### config.mk
export PLATFORM = sky130hd
export DESIGN_NAME = htw_ctrl
export DESIGN_NICKNAME = d
export VERILOG_FILES = /design/src/rtl/core/hashed_timer_wheel_unit_macros.svh /design/src/rtl/core/htw_pkg.sv /design/src/rtl/core/htw_ctrl.sv
export SDC_FILE = /design/constraint.sdc
export NUM_CORES = 1
export LEC_CHECK = 0
export BUFFER_PORTS_ARGS = -buffer_cell sky130_fd_sc_hd__clkbuf_2
export CORE_AREA = 5 5 42 44
export DETAILED_ROUTE_END_ITERATION = 16
export DIE_AREA = 0 0 47 49
export GPL_ROUTABILITY_DRIVEN = 0
export GPL_TIMING_DRIVEN = 0
export REMOVE_ABC_BUFFERS = 1
export SETUP_SLACK_MARGIN = 0.3
export SYNTH_ARGS = -nofsm -noshare
export SYNTH_HDL_FRONTEND = slang
export SYNTH_SLANG_ARGS = --single-unit
### constraint.sdc
create_clock -name clk -period 2.45 [get_ports clk]
set_clock_uncertainty 0.1 [all_clocks]
set_input_delay 0.49 -clock clk [delete_from_list [all_inputs] [get_ports clk]]
set_output_delay 0.49 -clock clk [all_outputs]
set_load 0.02 [all_outputs]
### src/rtl/core/hashed_timer_wheel_unit_macros.svh
// Assertion macros for the timer wheel unit.
`ifndef HASHED_TIMER_WHEEL_UNIT_MACROS_SVH
`define HASHED_TIMER_WHEEL_UNIT_MACROS_SVH

// Plain check, sampled on clk, off during reset.
`define HTW_CHECK(lbl, expr, msg) \
	lbl: assert property (@(posedge clk) disable iff (!arst_n) (expr)) else $error(msg);

// Same-cycle implication, sampled on clk, off during reset.
`define HTW_IMPLY(lbl, ante, cons, msg) \
	lbl: assert property (@(posedge clk) disable iff (!arst_n) (ante) |-> (cons)) \
		else $error(msg);

`endif

### src/rtl/core/htw_pkg.sv
// Shared constants and types for the hashed timer wheel.
`timescale 1ns / 1ps
`default_nettype none
package htw_pkg;

	localparam int BUCKETS    = 16;
	localparam int SLOTS      = 4;
	localparam int TICK_UNITS = 16;
	localparam int TOTAL      = BUCKETS * SLOTS;

	localparam int TIME_W = 48;
	localparam int TAG_W  = 32;
	localparam int WAIT_W = 5;
	localparam int MODE_W = 2;
	localparam int BKT_W  = $clog2(BUCKETS);
	localparam int SLOT_W = $clog2(SLOTS);
	localparam int IDX_W  = $clog2(TOTAL);
	localparam int CNT_W  = $clog2(TOTAL + 1);
	localparam int STEP_W = $clog2(BUCKETS + 1);
	localparam int TICK_W = $clog2(TICK_UNITS);

	typedef enum logic [MODE_W-1:0] {
		MODE_ADD     = 2'd0,
		MODE_CANCEL  = 2'd1,
		MODE_ADVANCE = 2'd2,
		MODE_CLEAR   = 2'd3
	} mode_t;

	typedef struct packed {
		logic capture;
		logic exec;
		logic scan;
		logic check;
		logic finish;
	} htw_cmd_t;

	typedef struct packed {
		mode_t mode;
		logic  scan_done;
		logic  slot_live;
	} htw_sts_t;

endpackage
`default_nettype wire

### src/rtl/core/htw_ctrl.sv
// Controller state machine sequencing add, cancel, clear and advance scans.
`timescale 1ns / 1ps
`default_nettype none
module htw_ctrl (
	input  logic              clk,
	input  logic              arst_n,
	input  logic              start,
	input  htw_pkg::htw_sts_t sts,
	output htw_pkg::htw_cmd_t cmd,
	output logic              busy
);

	typedef enum logic [2:0] {
		ST_IDLE,
		ST_EXEC,
		ST_SCAN,
		ST_CHECK,
		ST_FINISH
	} state_t;

	state_t state_q;
	state_t state_d;
	logic   busy_q;

	always_comb begin
		state_d = state_q;
		cmd     = '0;
		case (state_q)
			ST_IDLE: begin
				if (start) begin
					cmd.capture = 1'b1;
					state_d     = ST_EXEC;
				end
			end
			ST_EXEC: begin
				cmd.exec = 1'b1;
				if (sts.mode == htw_pkg::MODE_ADVANCE) begin
					state_d = ST_SCAN;
				end else begin
					state_d = ST_IDLE;
				end
			end
			ST_SCAN: begin
				cmd.scan = 1'b1;
				if (sts.scan_done) begin
					state_d = ST_FINISH;
				end else if (sts.slot_live) begin
					state_d = ST_CHECK;
				end
			end
			ST_CHECK: begin
				cmd.check = 1'b1;
				state_d   = ST_SCAN;
			end
			ST_FINISH: begin
				cmd.finish = 1'b1;
				state_d    = ST_IDLE;
			end
			default: begin
				state_d = ST_IDLE;
			end
		endcase
	end

	always_ff @(posedge clk or negedge arst_n) begin
		if (!arst_n) begin
			state_q <= ST_IDLE;
			busy_q  <= 1'b0;
		end else begin
			state_q <= state_d;
			busy_q  <= (state_d != ST_IDLE);
		end
	end

	assign busy = busy_q;

endmodule
`default_nettype wire

==> flow_metrics.py <==
metrics = {
    "clocking": {
        "clk_pin_slew_ps": 40,
        "cts_tree": "yes",
        "clk_latency_ps": 230,
        "cts-buffers-inserted": 3,
        "clk_path_buf_depth": 2,
        "cts_root_buffer": "clkbuf_4",
        "cts.sinks": 4,
        "cts_resized": 0,
        "htree_num_levels": 1,
    },
    "sta": {
        "finalSetupTns_ps": 0,
        "hold_ws_ps": 435,
        "maxSlewHeadroom": 0.847,
        "period_minus_slack_ps": 1810,
        "tightest_slew_ps": 229,
        "rsz0062_at_grt": "no",
        "setup_violations": 0,
        "drv_slew": 0,
        "setup_slack_ps": 641,
        "hold_viol": 0,
        "max_freq_mhz": 553,
        "fin_crit_sh": 0.738,
    },
    "floorplan": {
        "io_pins": 13,
        "rows": 14,
        "die_w_um": 47,
        "die-area_um2": 2300,
        "core-area_um2": 1400,
        "die_h_um": 49,
        "start_util": 0.149,
    },
    "power_and_ir_drop": {
        "vdd_drop_max_mv": 0.218,
        "power.total_mw": 0.332,
        "p_leak_nw": 0.169,
        "power_frac_clock": 0.240,
        "power_frac_seq": 0.347,
        "pwr-share-comb": 0.413,
        "powerDensity_nw_per_um2": 1030,
        "sw_frac_of_total": 0.396,
        "switchingPower_mw": 0.131,
        "p_int_mw": 0.200,
    },
    "global_routing": {
        "grt_pass1_wl_um": 855,
        "grt_antenna_before_repair": 0,
        "grt_use_total": 0.0565,
        "grt_max_degree": 10,
        "grt_pass1_vias": 217,
        "grt-ovfl-total": 0,
    },
    "critical_path": {
        "crit_arrival_ps": 1220,
        "r2r-start": "state_q[0]$_DFF_PN0_",
        "crit_path_start": "state_q[1]$_DFF_PN0_",
        "crit_end": "cmd[4]",
        "rr_worst_depth": 3,
        "rrSetupSlack_ps": 1320,
        "crit_path_start_kind": "register",
        "criticalPathCategory": "register to primary output",
        "reg2reg_to": "busy$_DFF_PN0_",
        "cp-end-kind": "primary output",
        "critPathMaxFanout": 9,
        "crit_required_ps": 1860,
    },
    "flow_run": {
        "cap_violations": 0,
    },
    "drt": {
        "drc": 0,
        "highest_layer": "met4",
        "wl_per_cell_um": 9.76,
        "dr_wl_met3_um": 44,
        "dr.first_iter.drc_count": 1,
        "ant_nets": 0,
        "firstDrtPassIters": 2,
        "wl_met1_um": 218,
        "wl_met2_um": 250,
        "via_per_inst": 4.09,
        "routed_wl_um": 527,
        "vias": 221,
    },
    "final_layout": {
        "finalNetCount": 47,
        "final_cell_mix": "12 x clkbuf_2, 4 x dfrtp_1, 3 x clkbuf_4",
        "register_area_um2": 100,
        "multi_input_area_um2": 105,
        "fillers": 163,
        "final_common_cell": "clkbuf_2",
        "area_delta_synth_final_pct": 53.9,
        "design_area_um2": 322,
        "drive_gt1_frac": 0.447,
        "antenna-diode-count": 0,
    },
    "synth": {
        "synth_warnings": 0,
        "syn_inst": 22,
        "synth-seq-cells": 4,
        "avgSynthCellArea_um2": 9.50,
        "yosysUniqueCellTypes": 14,
        "syn-cell-area_um2": 209,
        "ys_seq_area_frac": 0.479,
    },
    "place": {
        "dp_slack_ps": 872,
        "port-buffer-count": 12,
        "place_area_um2": 289,
    },
    "worst_hold_path": {
        "hp-class": "register to register",
        "holdPathStages": 1,
    },
    "status": {
        "status": "completed",
    },
}
==> stage by stage <==
stage / util / std cells
floorplan: - / 22
global placement: 0.206 / 50
detailed placement: 0.206 / 50
CTS: 0.229 / 54
global route: 0.229 / 54
finish: 0.229 / 54
==> cells by family (layout without fill, tap and decap cells) <==
kind of cell	after synthesis	after routing	share of synthesized area
buf+inv	1	17	0.0179
simple gates	13	13	0.371
flops	4	4	0.479
compound gates	4	4	0.132
==> what timing repair did <==
action / CTS / global route
setup endpoints to repair: 0 / 0
hold buffers: 1 / 0
hold endpoints to repair: 4 / 0
setup buffers: 0 / 0
==> metal layers <==
metal,global-route usage,up-vias
met5,0,-
met4,0.0553,0
met3,0.0406,2
met2,0.0656,9
met1,0.0622,99
li1,-,111
==> power groups by stage <==
stage,combinational [mW],sequential (mW),clock [mW]
after global routing,0.149,0.123,0.0888
after detailed placement,0.138,0.117,0
after global placement,0.136,0.114,0
final,0.137,0.115,0.0797
after CTS,0.140,0.116,0.0832
after floorplan,0.0832,0.120,0
==> registers in the layout, indices dropped and copies added (netlist names) <==
register / cells
busy: 1
state_q: 3
==> final cells by class <==
type                       count  area share
inverter                       1      0.0117
sequential                     4       0.311
timing repair buffer          13       0.218
clock buffer                   3      0.0700
tap                           16      0.0623
multi-input combinational     17       0.327
==> worst max-delay path, cell delays in order (launching register included) <==
cell and delay [ps]:
dfrtp_1 450, nand2b_1 210, nor3_1 140, clkbuf_2 190
==> cell usage after synthesis <==
master,number,area share
nand2b_1,2,0.060
dfrtp_1,4,0.48
and2_1,2,0.060
and3b_2,1,0.048
and3_2,1,0.036
o2bb2ai_1,1,0.042
a32oi_1,1,0.042
nor2_1,2,0.036
inv_1,1,0.018
nor3b_1,2,0.072
nor3_1,1,0.024
nand2_1,2,0.036
o21ai_0,1,0.024
o21ai_1,1,0.024
==> how the worst min path moves through the flow <==
stage | from | endpoint | slack (ps)
3_3_place_gp | arst_n | state_q[2]$_DFF_PN0_ | 200
2_1_floorplan | arst_n | busy$_DFF_PN0_ | 90
6_report | state_q[2]$_DFF_PN0_ | state_q[1]$_DFF_PN0_ | 430
4_1_cts | state_q[2]$_DFF_PN0_ | state_q[1]$_DFF_PN0_ | 440
3_5_place_dp | arst_n | busy$_DFF_PN0_ | 200
5_1_grt | sts[1] | state_q[2]$_DFF_PN0_ | 480
Power figures use the tool's default switching activity.
